==> config.mk <==
export PLATFORM = sky130hd
export DESIGN_NAME = sensor_channel_smoother
export DESIGN_NICKNAME = d
export VERILOG_FILES = /design/src/sv/scs_pkg.sv /design/src/sv/sensor_channel_smoother.sv
export SDC_FILE = /design/constraint.sdc
export NUM_CORES = 1
export LEC_CHECK = 0
export BUFFER_PORTS_ARGS = -buffer_cell sky130_fd_sc_hd__buf_2
export CAP_MARGIN = 30
export CORE_ASPECT_RATIO = 1.1
export CORE_MARGIN = 3
export CORE_UTILIZATION = 45
export CTS_CLUSTER_DIAMETER = 40
export DETAILED_ROUTE_END_ITERATION = 12
export SYNTH_ARGS = -nofsm -noshare
export SYNTH_HDL_FRONTEND = slang
export SYNTH_SLANG_ARGS = --single-unit
export TNS_END_PERCENT = 1
==> constraint.sdc <==
create_clock -name aclk -period 10.1 [get_ports aclk]
set_clock_uncertainty 0.1 [all_clocks]
set_input_delay 3.03 -clock aclk [delete_from_list [all_inputs] [get_ports aclk]]
set_output_delay 3.03 -clock aclk [all_outputs]
set_load 0.005 [all_outputs]
==> src/sv/scs_pkg.sv <==
// scs_pkg: shared types, constants and the control store of the sensor channel smoother.
// No dependencies; used by sensor_channel_smoother.
package scs_pkg;

    // Field widths fixed by the item format
    localparam int unsigned SAMPLE_BITS = 10;
    localparam int unsigned CH_BITS     = 2;
    localparam int unsigned KIND_BITS   = 2;
    localparam int unsigned MV_BITS     = 16;
    localparam int unsigned TEMP_BITS   = 11;
    localparam int unsigned CFG_IDX_W   = 3;
    localparam int unsigned CFG_DATA_W  = 16;
    localparam int unsigned NUM_CH_DEF  = 4;

    // Datapath widths
    localparam int unsigned MUL_A_W = 11;                 // level or clamped die difference
    localparam int unsigned MUL_B_W = 16;                 // weight, scale or gain
    localparam int unsigned PROD_W  = MUL_A_W + MUL_B_W;
    localparam int unsigned ACC_W   = SAMPLE_BITS + 5;    // sum of two weighted terms, /32
    localparam int unsigned W_BITS  = 6;

    localparam logic [W_BITS-1:0] W_FULL      = 6'd32;
    localparam logic [ACC_W-1:0]  ROUND_HALF  = 15'd16;
    localparam logic [18:0]       TEMP_ROUND  = 19'h80;
    localparam logic [11:0]       KELVIN_OFS  = 12'd273;
    localparam logic [11:0]       TEMP_MAX    = 12'd1023;

    // Register indexes
    localparam logic [CFG_IDX_W-1:0] REG_FILTER_WEIGHT = 3'd0;
    localparam logic [CFG_IDX_W-1:0] REG_VOLT_SCALE    = 3'd1;
    localparam logic [CFG_IDX_W-1:0] REG_VOLT_OFFSET   = 3'd2;
    localparam logic [CFG_IDX_W-1:0] REG_TEMP_OFFSET   = 3'd3;
    localparam logic [CFG_IDX_W-1:0] REG_TEMP_GAIN     = 3'd4;

    // Channel roles
    localparam logic [CH_BITS-1:0] CH_VOLT = 2'd0;
    localparam logic [CH_BITS-1:0] CH_DIE  = 2'd3;

    // Result kinds
    localparam logic [KIND_BITS-1:0] KIND_LEVEL = 2'd0;
    localparam logic [KIND_BITS-1:0] KIND_MV    = 2'd1;
    localparam logic [KIND_BITS-1:0] KIND_TEMP  = 2'd2;

    // Microprogram
    typedef logic [1:0] step_t;

    localparam step_t STEP_FETCH  = 2'd0;   // take a sample, multiply by weight
    localparam step_t STEP_BLEND  = 2'd1;   // add old level term, store new level
    localparam step_t STEP_CAL    = 2'd2;   // calibration multiply
    localparam step_t STEP_RESULT = 2'd3;   // offset, round, load output register

    typedef enum logic [1:0] {
        MUL_NEW,    // sample * w
        MUL_OLD,    // old level * (32 - w)
        MUL_CAL,    // level * scale or clamped diff * gain
        MUL_NONE
    } mul_sel_t;

    typedef enum logic [1:0] {
        COND_ALWAYS,
        COND_IN,    // input transfer on a stored channel
        COND_OUT    // output register free
    } cond_t;

    typedef struct packed {
        mul_sel_t mul_sel;
        logic     acc_load;   // acc <= product
        logic     acc_blend;  // acc + product + 1/2, write level
        logic     prod_load;  // keep full product
        logic     out_load;   // finish result into output register
        logic     in_ready;   // input channel open
        cond_t    cond;       // jump to target when met, else hold
        step_t    target;
    } ucode_t;

    function automatic ucode_t ucode_rom(input step_t step);
        ucode_t uw;
        uw = '0;
        unique case (step)
            STEP_FETCH: begin
                uw.mul_sel  = MUL_NEW;
                uw.acc_load = 1'b1;
                uw.in_ready = 1'b1;
                uw.cond     = COND_IN;
                uw.target   = STEP_BLEND;
            end
            STEP_BLEND: begin
                uw.mul_sel   = MUL_OLD;
                uw.acc_blend = 1'b1;
                uw.cond      = COND_ALWAYS;
                uw.target    = STEP_CAL;
            end
            STEP_CAL: begin
                uw.mul_sel   = MUL_CAL;
                uw.prod_load = 1'b1;
                uw.cond      = COND_ALWAYS;
                uw.target    = STEP_RESULT;
            end
            STEP_RESULT: begin
                uw.mul_sel  = MUL_NONE;
                uw.out_load = 1'b1;
                uw.cond     = COND_OUT;
                uw.target   = STEP_FETCH;
            end
            default: begin
                uw = '0;
            end
        endcase
        return uw;
    endfunction

endpackage

==> src/sv/sensor_channel_smoother.sv <==
// sensor_channel_smoother: per-channel exponential smoothing with voltage and die
// temperature calibration, run by a four-step microprogram. Depends on scs_pkg.
//
// Usage
//   Input channel (s_valid/s_ready, s_channel, s_sample): one converter sample tagged
//   with its channel. Result channel (m_valid/m_ready, m_*): channel, new smoothed
//   level, kind, and millivolts (channel 0) or die temperature in C (channel 3).
//   Unused result fields read zero. A channel with no stored level (>= NUM_CH) is
//   taken and dropped: no state change, no result.
//   Configuration: cfg_wr_en/cfg_index/cfg_wdata, one register per cycle, no wait;
//   writes to unknown indexes are ignored. Write only while the block is idle.
//   Operation: a transfer on the input starts a fixed four-step program on one shared
//   11x16 multiplier (weight multiply, blend, calibration multiply, finish). The
//   result is registered at the end of the fourth step. The input is open only in
//   the first step, so a new sample is taken only once the last one's result is
//   loaded. The multiplier, used by three dependent steps, is why the steps run in series.
//   Stall: the finish step holds until the output register is free (empty or being
//   taken), so a stalled receiver stops the input with one result buffered and one held.
//   Reset (aresetn low, synchronous): levels cleared to zero, registers to their
//   defaults (weight 8, scale 1024, rest zero), output register empty.
module sensor_channel_smoother #(
    parameter int unsigned NUM_CH = scs_pkg::NUM_CH_DEF
) (
    input  logic                                aclk,
    input  logic                                aresetn,
    // configuration
    input  logic                                cfg_wr_en,
    input  logic [scs_pkg::CFG_IDX_W-1:0]       cfg_index,
    input  logic [scs_pkg::CFG_DATA_W-1:0]      cfg_wdata,
    // input channel
    input  logic                                s_valid,
    output logic                                s_ready,
    input  logic [scs_pkg::CH_BITS-1:0]         s_channel,
    input  logic [scs_pkg::SAMPLE_BITS-1:0]     s_sample,
    // result channel
    output logic                                m_valid,
    input  logic                                m_ready,
    output logic [scs_pkg::CH_BITS-1:0]         m_out_channel,
    output logic [scs_pkg::SAMPLE_BITS-1:0]     m_level,
    output logic [scs_pkg::KIND_BITS-1:0]       m_kind,
    output logic [scs_pkg::MV_BITS-1:0]         m_millivolts,
    output logic signed [scs_pkg::TEMP_BITS-1:0] m_temperature_c
);

    localparam int unsigned CH_IDX_W = (NUM_CH > 1) ? $clog2(NUM_CH) : 1;

    // ---------------- configuration registers ----------------
    logic [scs_pkg::W_BITS-1:0]  filter_weight_reg;
    logic [15:0]                 volt_scale_reg;
    logic [15:0]                 volt_offset_reg;
    logic [7:0]                  temp_offset_reg;
    logic [7:0]                  temp_gain_reg;

    always_ff @(posedge aclk) begin
        if (!aresetn) begin
            filter_weight_reg <= 6'd8;
            volt_scale_reg    <= 16'd1024;
            volt_offset_reg   <= '0;
            temp_offset_reg   <= '0;
            temp_gain_reg     <= '0;
        end else if (cfg_wr_en) begin
            unique case (cfg_index)
                scs_pkg::REG_FILTER_WEIGHT: filter_weight_reg <= cfg_wdata[scs_pkg::W_BITS-1:0];
                scs_pkg::REG_VOLT_SCALE:    volt_scale_reg    <= cfg_wdata;
                scs_pkg::REG_VOLT_OFFSET:   volt_offset_reg   <= cfg_wdata;
                scs_pkg::REG_TEMP_OFFSET:   temp_offset_reg   <= cfg_wdata[7:0];
                scs_pkg::REG_TEMP_GAIN:     temp_gain_reg     <= cfg_wdata[7:0];
                default: ;
            endcase
        end
    end

    // weights above full scale act as full scale
    logic [scs_pkg::W_BITS-1:0] w_sat;
    logic [scs_pkg::W_BITS-1:0] w_old;
    assign w_sat = (filter_weight_reg > scs_pkg::W_FULL) ? scs_pkg::W_FULL : filter_weight_reg;
    assign w_old = scs_pkg::W_FULL - w_sat;

    // ---------------- sequencer ----------------
    scs_pkg::step_t  step_reg, step_next;
    scs_pkg::ucode_t uw;
    logic            cond_ok;
    logic            ch_ok;
    logic            out_free;

    assign uw       = scs_pkg::ucode_rom(step_reg);
    assign s_ready  = uw.in_ready;
    assign ch_ok    = (32'(s_channel) < NUM_CH);
    assign out_free = !m_valid || m_ready;

    always_comb begin
        case (uw.cond)
            scs_pkg::COND_ALWAYS: cond_ok = 1'b1;
            scs_pkg::COND_IN:     cond_ok = s_valid && ch_ok;
            scs_pkg::COND_OUT:    cond_ok = out_free;
            default:              cond_ok = 1'b0;
        endcase
        step_next = cond_ok ? uw.target : step_reg;
    end

    // ---------------- datapath ----------------
    logic [scs_pkg::SAMPLE_BITS-1:0] level_mem [NUM_CH];
    logic [scs_pkg::CH_BITS-1:0]     ch_reg;
    logic [CH_IDX_W-1:0]             ch_idx;
    logic [scs_pkg::ACC_W-1:0]       acc_reg;
    logic [scs_pkg::ACC_W-1:0]       acc_sum;
    logic [scs_pkg::SAMPLE_BITS-1:0] level_reg;
    logic [scs_pkg::PROD_W-1:0]      prod_reg;

    assign ch_idx = CH_IDX_W'(ch_reg);

    // die difference, clamped at zero: level - sext(offset) in 12-bit signed
    logic signed [11:0]              die_diff;
    logic [scs_pkg::MUL_A_W-1:0]     die_clamp;
    assign die_diff  = $signed({2'b00, level_reg}) - 12'(signed'(temp_offset_reg));
    assign die_clamp = die_diff[11] ? '0 : die_diff[10:0];

    // shared multiplier operands
    logic [scs_pkg::MUL_A_W-1:0] mul_a;
    logic [scs_pkg::MUL_B_W-1:0] mul_b;
    logic [scs_pkg::PROD_W-1:0]  prod;

    always_comb begin
        case (uw.mul_sel)
            scs_pkg::MUL_NEW: begin
                mul_a = scs_pkg::MUL_A_W'(s_sample);
                mul_b = scs_pkg::MUL_B_W'(w_sat);
            end
            scs_pkg::MUL_OLD: begin
                mul_a = scs_pkg::MUL_A_W'(level_mem[ch_idx]);
                mul_b = scs_pkg::MUL_B_W'(w_old);
            end
            scs_pkg::MUL_CAL: begin
                if (ch_reg == scs_pkg::CH_DIE) begin
                    mul_a = die_clamp;
                    mul_b = scs_pkg::MUL_B_W'(temp_gain_reg);
                end else begin
                    mul_a = scs_pkg::MUL_A_W'(level_reg);
                    mul_b = volt_scale_reg;
                end
            end
            default: begin
                mul_a = '0;
                mul_b = '0;
            end
        endcase
        prod = scs_pkg::PROD_W'(mul_a) * scs_pkg::PROD_W'(mul_b);
    end

    // the two weights add up to 32, so the sum stays below 32 * 1024 and fits ACC_W
    assign acc_sum = acc_reg + prod[scs_pkg::ACC_W-1:0] + scs_pkg::ROUND_HALF;

    // result formatting
    logic [15:0]                 mv_val;
    logic [18:0]                 t_round;
    logic signed [11:0]          t_c;
    logic [scs_pkg::TEMP_BITS-1:0] t_sat;
    logic [scs_pkg::KIND_BITS-1:0] kind_val;

    always_comb begin
        mv_val  = prod_reg[25:10] + volt_offset_reg;
        t_round = prod_reg[18:0] + scs_pkg::TEMP_ROUND;
        t_c     = $signed({1'b0, t_round[18:8]}) - $signed(scs_pkg::KELVIN_OFS);
        t_sat   = (t_c > $signed(scs_pkg::TEMP_MAX)) ? scs_pkg::TEMP_MAX[10:0] : t_c[10:0];
        case (ch_reg)
            scs_pkg::CH_VOLT: kind_val = scs_pkg::KIND_MV;
            scs_pkg::CH_DIE:  kind_val = scs_pkg::KIND_TEMP;
            default:          kind_val = scs_pkg::KIND_LEVEL;
        endcase
    end

    // control state
    logic m_valid_reg;

    always_ff @(posedge aclk) begin
        if (!aresetn) begin
            step_reg    <= scs_pkg::STEP_FETCH;
            m_valid_reg <= 1'b0;
            for (int i = 0; i < NUM_CH; i++) begin
                level_mem[i] <= '0;
            end
        end else begin
            step_reg <= step_next;
            if (uw.out_load && out_free) begin
                m_valid_reg <= 1'b1;
            end else if (m_ready) begin
                m_valid_reg <= 1'b0;
            end
            if (uw.acc_blend) begin
                level_mem[ch_idx] <= acc_sum[scs_pkg::ACC_W-1:5];
            end
        end
    end

    // payload registers
    logic [scs_pkg::CH_BITS-1:0]     m_channel_reg;
    logic [scs_pkg::SAMPLE_BITS-1:0] m_level_reg;
    logic [scs_pkg::KIND_BITS-1:0]   m_kind_reg;
    logic [scs_pkg::MV_BITS-1:0]     m_mv_reg;
    logic [scs_pkg::TEMP_BITS-1:0]   m_temp_reg;

    always_ff @(posedge aclk) begin
        if (uw.in_ready && s_valid) begin
            ch_reg <= s_channel;
        end
        if (uw.acc_load) begin
            acc_reg <= prod[scs_pkg::ACC_W-1:0];
        end
        if (uw.acc_blend) begin
            level_reg <= acc_sum[scs_pkg::ACC_W-1:5];
        end
        if (uw.prod_load) begin
            prod_reg <= prod;
        end
        if (uw.out_load && out_free) begin
            m_channel_reg <= ch_reg;
            m_level_reg   <= level_reg;
            m_kind_reg    <= kind_val;
            m_mv_reg      <= (kind_val == scs_pkg::KIND_MV)   ? mv_val : '0;
            m_temp_reg    <= (kind_val == scs_pkg::KIND_TEMP) ? t_sat  : '0;
        end
    end

    assign m_valid         = m_valid_reg;
    assign m_out_channel   = m_channel_reg;
    assign m_level         = m_level_reg;
    assign m_kind          = m_kind_reg;
    assign m_millivolts    = m_mv_reg;
    assign m_temperature_c = $signed(m_temp_reg);

endmodule
==> metrics list <==
* Max Root-Sink Buffers: 2
* Via count normalized by instance count: 5.42
- The initial utilization of the core area, before any placement, comes to 0.460.
- Across every metal layer, demand over resource in global routing totals 0.220.
- After detailed placement, the total cell area comes to 0.0160 mm^2.
- In this run the number of H-tree levels came out at 4.
* Synth async-reset ratio: 0
- Result of the run: completed
- After synthesis, the netlist uses 74 different library cells.
- Wire length of the first global-routing pass: 61500 um
- Routability-driven placement finished with a final weighted congestion of 0.927.
- STA classifies the critical path endpoint as a flip-flop.
* Clock-pin slew of the registers on the worst-case setup and hold paths: 0.08 ns
* Critical path fanouts, max: 15
- In this run the tightest slew margin relative to its limit is 0.359.
* Required time of the critical path: 10.18 ns
- The final number of hold-violating endpoints is 0.
- Transition time at the pin with the least slew margin: 0.957 ns
* Full die area: 0.0355 mm^2
- The share of the Yosys chip area taken by registers is 0.334.
* Time the final worst path needs with I/O delays and setup: 9.39 ns
- The number of global-route vias before repair is 11300.
- Buffers inserted during clock tree synthesis total 17.
- The count of nets left with antenna violations once routing finished came out at 0.
- Share of the clock period used by the worst path after layout: 0.930
- Number of instances in the synthesized netlist: 1523
- Slowest stage cell, crit path: sky130_fd_sc_hd__fa_1
- Number of instances resized during post-cts repair: 0
* IO Count: 79
* Static Leak: 7.34 nW
- During placement, the flow inserted port buffers numbering 78.
- The path class of the tightest hold or removal check is reg2reg.
- Gr busiest metal: met2
- Count of final max-slew check failures: 0
* Final net count: 1892
* Buf/Inv on CP: 5
* Number of synthesized register bits: 186
* Areal power density over the cells: 286 mW/mm^2
* Clock tree root driver cell: sky130_fd_sc_hd__clkbuf_16
- Later-pin clock latency in the skew report: 0.44 ns
- Area growth from synthesis to final layout: 10.9%
- Area inside the core boundary: 0.0325 mm^2
* Clock tree from TritonCTS: yes
* Total chip power: 0.00474 W
- STA puts the critical path data arrival time at 9.47 ns.
- Slack of the worst reg-to-reg path: 0.87 ns
- The register with the most flip-flops in the layout has 40 of them.
- Post-DR wirelength/cell: 18.6 um
- For this run, the slowest stage of the critical path takes 0.54 ns.
- Summed instance area of the synthesized netlist: 0.0150 mm^2
* Maximum vdd drop: 0.000369 V
- The Yosys step of the flow raised 0 warnings.
- In the global route stage, met2 resource usage came out at 0.367.
- Setup Fix Bufs, Post-CTS: 0
- Startpoint type of the worst setup path: input pin
- Total Negative Setup Slacks: 0 ns
* Average cell area after synthesis: 9.83 um^2
- Post-detailed-route DRC marker count: 0
* Largest net degree at the start of global routing: 66
- Broken down by cell family, the worst path's largest delay share belongs to adder cells.
- Global routing finished with a remaining overflow of 0.
* Number of flops mapped to enable cells by yosys: 127
* Final core utilization: 0.510
- Count of antenna diodes in the layout: 0
* DIE HEIGHT: 197 um
* Layout cell share with drive strength beyond 1: 0.112
- Maximum Capacitance Violations: 0
* Dominant register cell in the synthesized netlist: sky130_fd_sc_hd__edfxtp_1
- The final layout contains routed wiring with a total length of 37900 um.
* Die Span X: 180 um
* Hold-fix buffer count after cts: 0
- Cell area after layout: 0.0166 mm^2
- Sink count of the clock tree: 186
- Setup violations remaining at the end of the flow were counted as 0.
- Highest achievable clock rate: 0.106 GHz
* Routed via count: 11100
- Number of antenna violations at the first check in global routing: 0
- FP Rows: 69
* Detailed router's first-iteration violation count: 798
- Unrepaired setup endpoints after global routing: no
- The first TritonRoute pass finished after 7 iterations.
* GRT met3 Usage: 0.0276
* Filler Cell Count: 2989
- Detailed Place HPWL: 29700 um
- The worst setup path is of the in2reg kind.
* Met1 Usage GRT: 0.304
==> metal layers <==
| layer | vias up | share of wire |
|---|---|---|
| met5 | - | 0 |
| met4 | 0 | 0.019 |
| met3 | 43 | 0.058 |
| met2 | 329 | 0.48 |
| met1 | 5447 | 0.44 |
| li1 | 5253 | - |
==> cell usage in the layout, fill, tap and decap left out, types with 7 or more instances in the layout <==
cell and count:
sky130_fd_sc_hd__o21ai_0 19, sky130_fd_sc_hd__nor3_1 18, sky130_fd_sc_hd__dfxtp_1 59, sky130_fd_sc_hd__buf_4 28
sky130_fd_sc_hd__edfxtp_1 127, sky130_fd_sc_hd__mux2i_1 14, sky130_fd_sc_hd__nand2b_1 28, sky130_fd_sc_hd__xor2_1 26
sky130_fd_sc_hd__nand3_1 33, sky130_fd_sc_hd__a21boi_0 50, sky130_fd_sc_hd__xnor2_1 35, sky130_fd_sc_hd__ha_1 125
sky130_fd_sc_hd__nor2_1 129, sky130_fd_sc_hd__a22oi_1 10, sky130_fd_sc_hd__nand4_1 8, sky130_fd_sc_hd__nor2_2 10
sky130_fd_sc_hd__conb_1 7, sky130_fd_sc_hd__nor2b_1 25, sky130_fd_sc_hd__clkbuf_16 17, sky130_fd_sc_hd__mux4_2 10
sky130_fd_sc_hd__and2_1 21, sky130_fd_sc_hd__o21bai_1 12, sky130_fd_sc_hd__and3_1 11, sky130_fd_sc_hd__or2_2 7
sky130_fd_sc_hd__a21o_1 26, sky130_fd_sc_hd__inv_6 7, sky130_fd_sc_hd__o21ai_1 8, sky130_fd_sc_hd__buf_2 78
sky130_fd_sc_hd__nand2_1 226, sky130_fd_sc_hd__a21oi_1 48, sky130_fd_sc_hd__inv_1 173, sky130_fd_sc_hd__fa_1 126
==> metrics by stage <==
stage	hold WS (ns)	worst slack, ns	std cells
6_report	0.369	0.708	2044
5_1_grt	0.390	0.383	2044
4_1_cts	0.372	0.747	2043
3_5_place_dp	0.362	0.271	2011
3_3_place_gp	0.354	0.368	2008
2_1_floorplan	0.326	0.662	1528
==> cell usage after synthesis, drive strengths merged, types with 3 or more instances <==
library cell / n / area share
mux4: 10 / 0.015
a21oi: 49 / 0.017
or3: 6 / 0.0025
and4: 3 / 0.0018
o21a: 5 / 0.0025
nor2: 139 / 0.037
o21bai: 12 / 0.0060
dfxtp: 59 / 0.079
a211oi: 5 / 0.0028
nor2b: 25 / 0.010
or2: 10 / 0.0042
nand4: 8 / 0.0033
nor3: 19 / 0.0067
xnor2: 39 / 0.025
mux2i: 14 / 0.0094
edfxtp: 127 / 0.25
o211ai: 3 / 0.0015
and2: 22 / 0.0092
a222oi: 5 / 0.0033
and3: 11 / 0.0046
nand3: 33 / 0.011
ha: 125 / 0.10
a31oi: 6 / 0.0025
buf: 6 / 0.0025
o21ai: 27 / 0.0090
xor2: 26 / 0.015
clkbuf: 44 / 0.011
a21o: 26 / 0.013
o31ai: 6 / 0.0030
fa: 126 / 0.17
a21boi: 53 / 0.027
nand2: 227 / 0.057
nand2b: 28 / 0.012
a22oi: 10 / 0.0050
inv: 173 / 0.043
==> cells by family after synthesis <==
kind of cell / Yosys count / synth area share
AO/OA/AOI/OAI: 229 / 0.106
AND/OR/NAND/NOR: 541 / 0.165
other: 2 / 0.000501
buffers and inverters: 223 / 0.0570
XOR/XNOR: 65 / 0.0400
adder cells (fa/ha/maj): 251 / 0.273
flip-flops: 186 / 0.334
multiplexers: 26 / 0.0259
==> cell type report <==
class                           instances  area, um^2  area share
Clock buffer                           17         425      0.0256
Timing Repair Buffer                  108         648      0.0390
Clock inverter                         15         203      0.0122
Sequential cell                       186        4990       0.301
Inverter                              173         649      0.0391
Multi-Input combinational cell       1119        9150       0.551
Tap cell                              426         533      0.0321
==> where the power goes <==
group	total, W	internal (W)	switching [W]
registers	0.00122	0.00110	0.000117
logic	0.00282	0.00105	0.00176
clock network	0.000708	0.000380	0.000328
total	0.00474	0.00253	0.00221
==> tightest hold or removal path, delay by kind of cell (launching register included) <==
kind,cells,cell delay (ns)
flip-flops,1,0.31
AND/OR/NAND/NOR,1,0.05
AO/OA/AOI/OAI,1,0.06
==> worst paths after layout <==
| kind | start | to | cells after the start |
|---|---|---|---|
| worst max-delay path | s_sample[2] | level_mem[2][6]$_SDFFCE_PN0P_ | 26 |
| worst min register to register | volt_offset_reg[10]$_SDFFE_PN0P_ | volt_offset_reg[10]$_SDFFE_PN0P_ | 2 |
| worst min-delay path | volt_offset_reg[10]$_SDFFE_PN0P_ | volt_offset_reg[10]$_SDFFE_PN0P_ | 2 |
| worst max register to register | temp_offset_reg[7]$_SDFFE_PN0P_ | level_mem[2][6]$_SDFFCE_PN0P_ | 32 |
No activity file was read; power rests on OpenSTA's default activity.
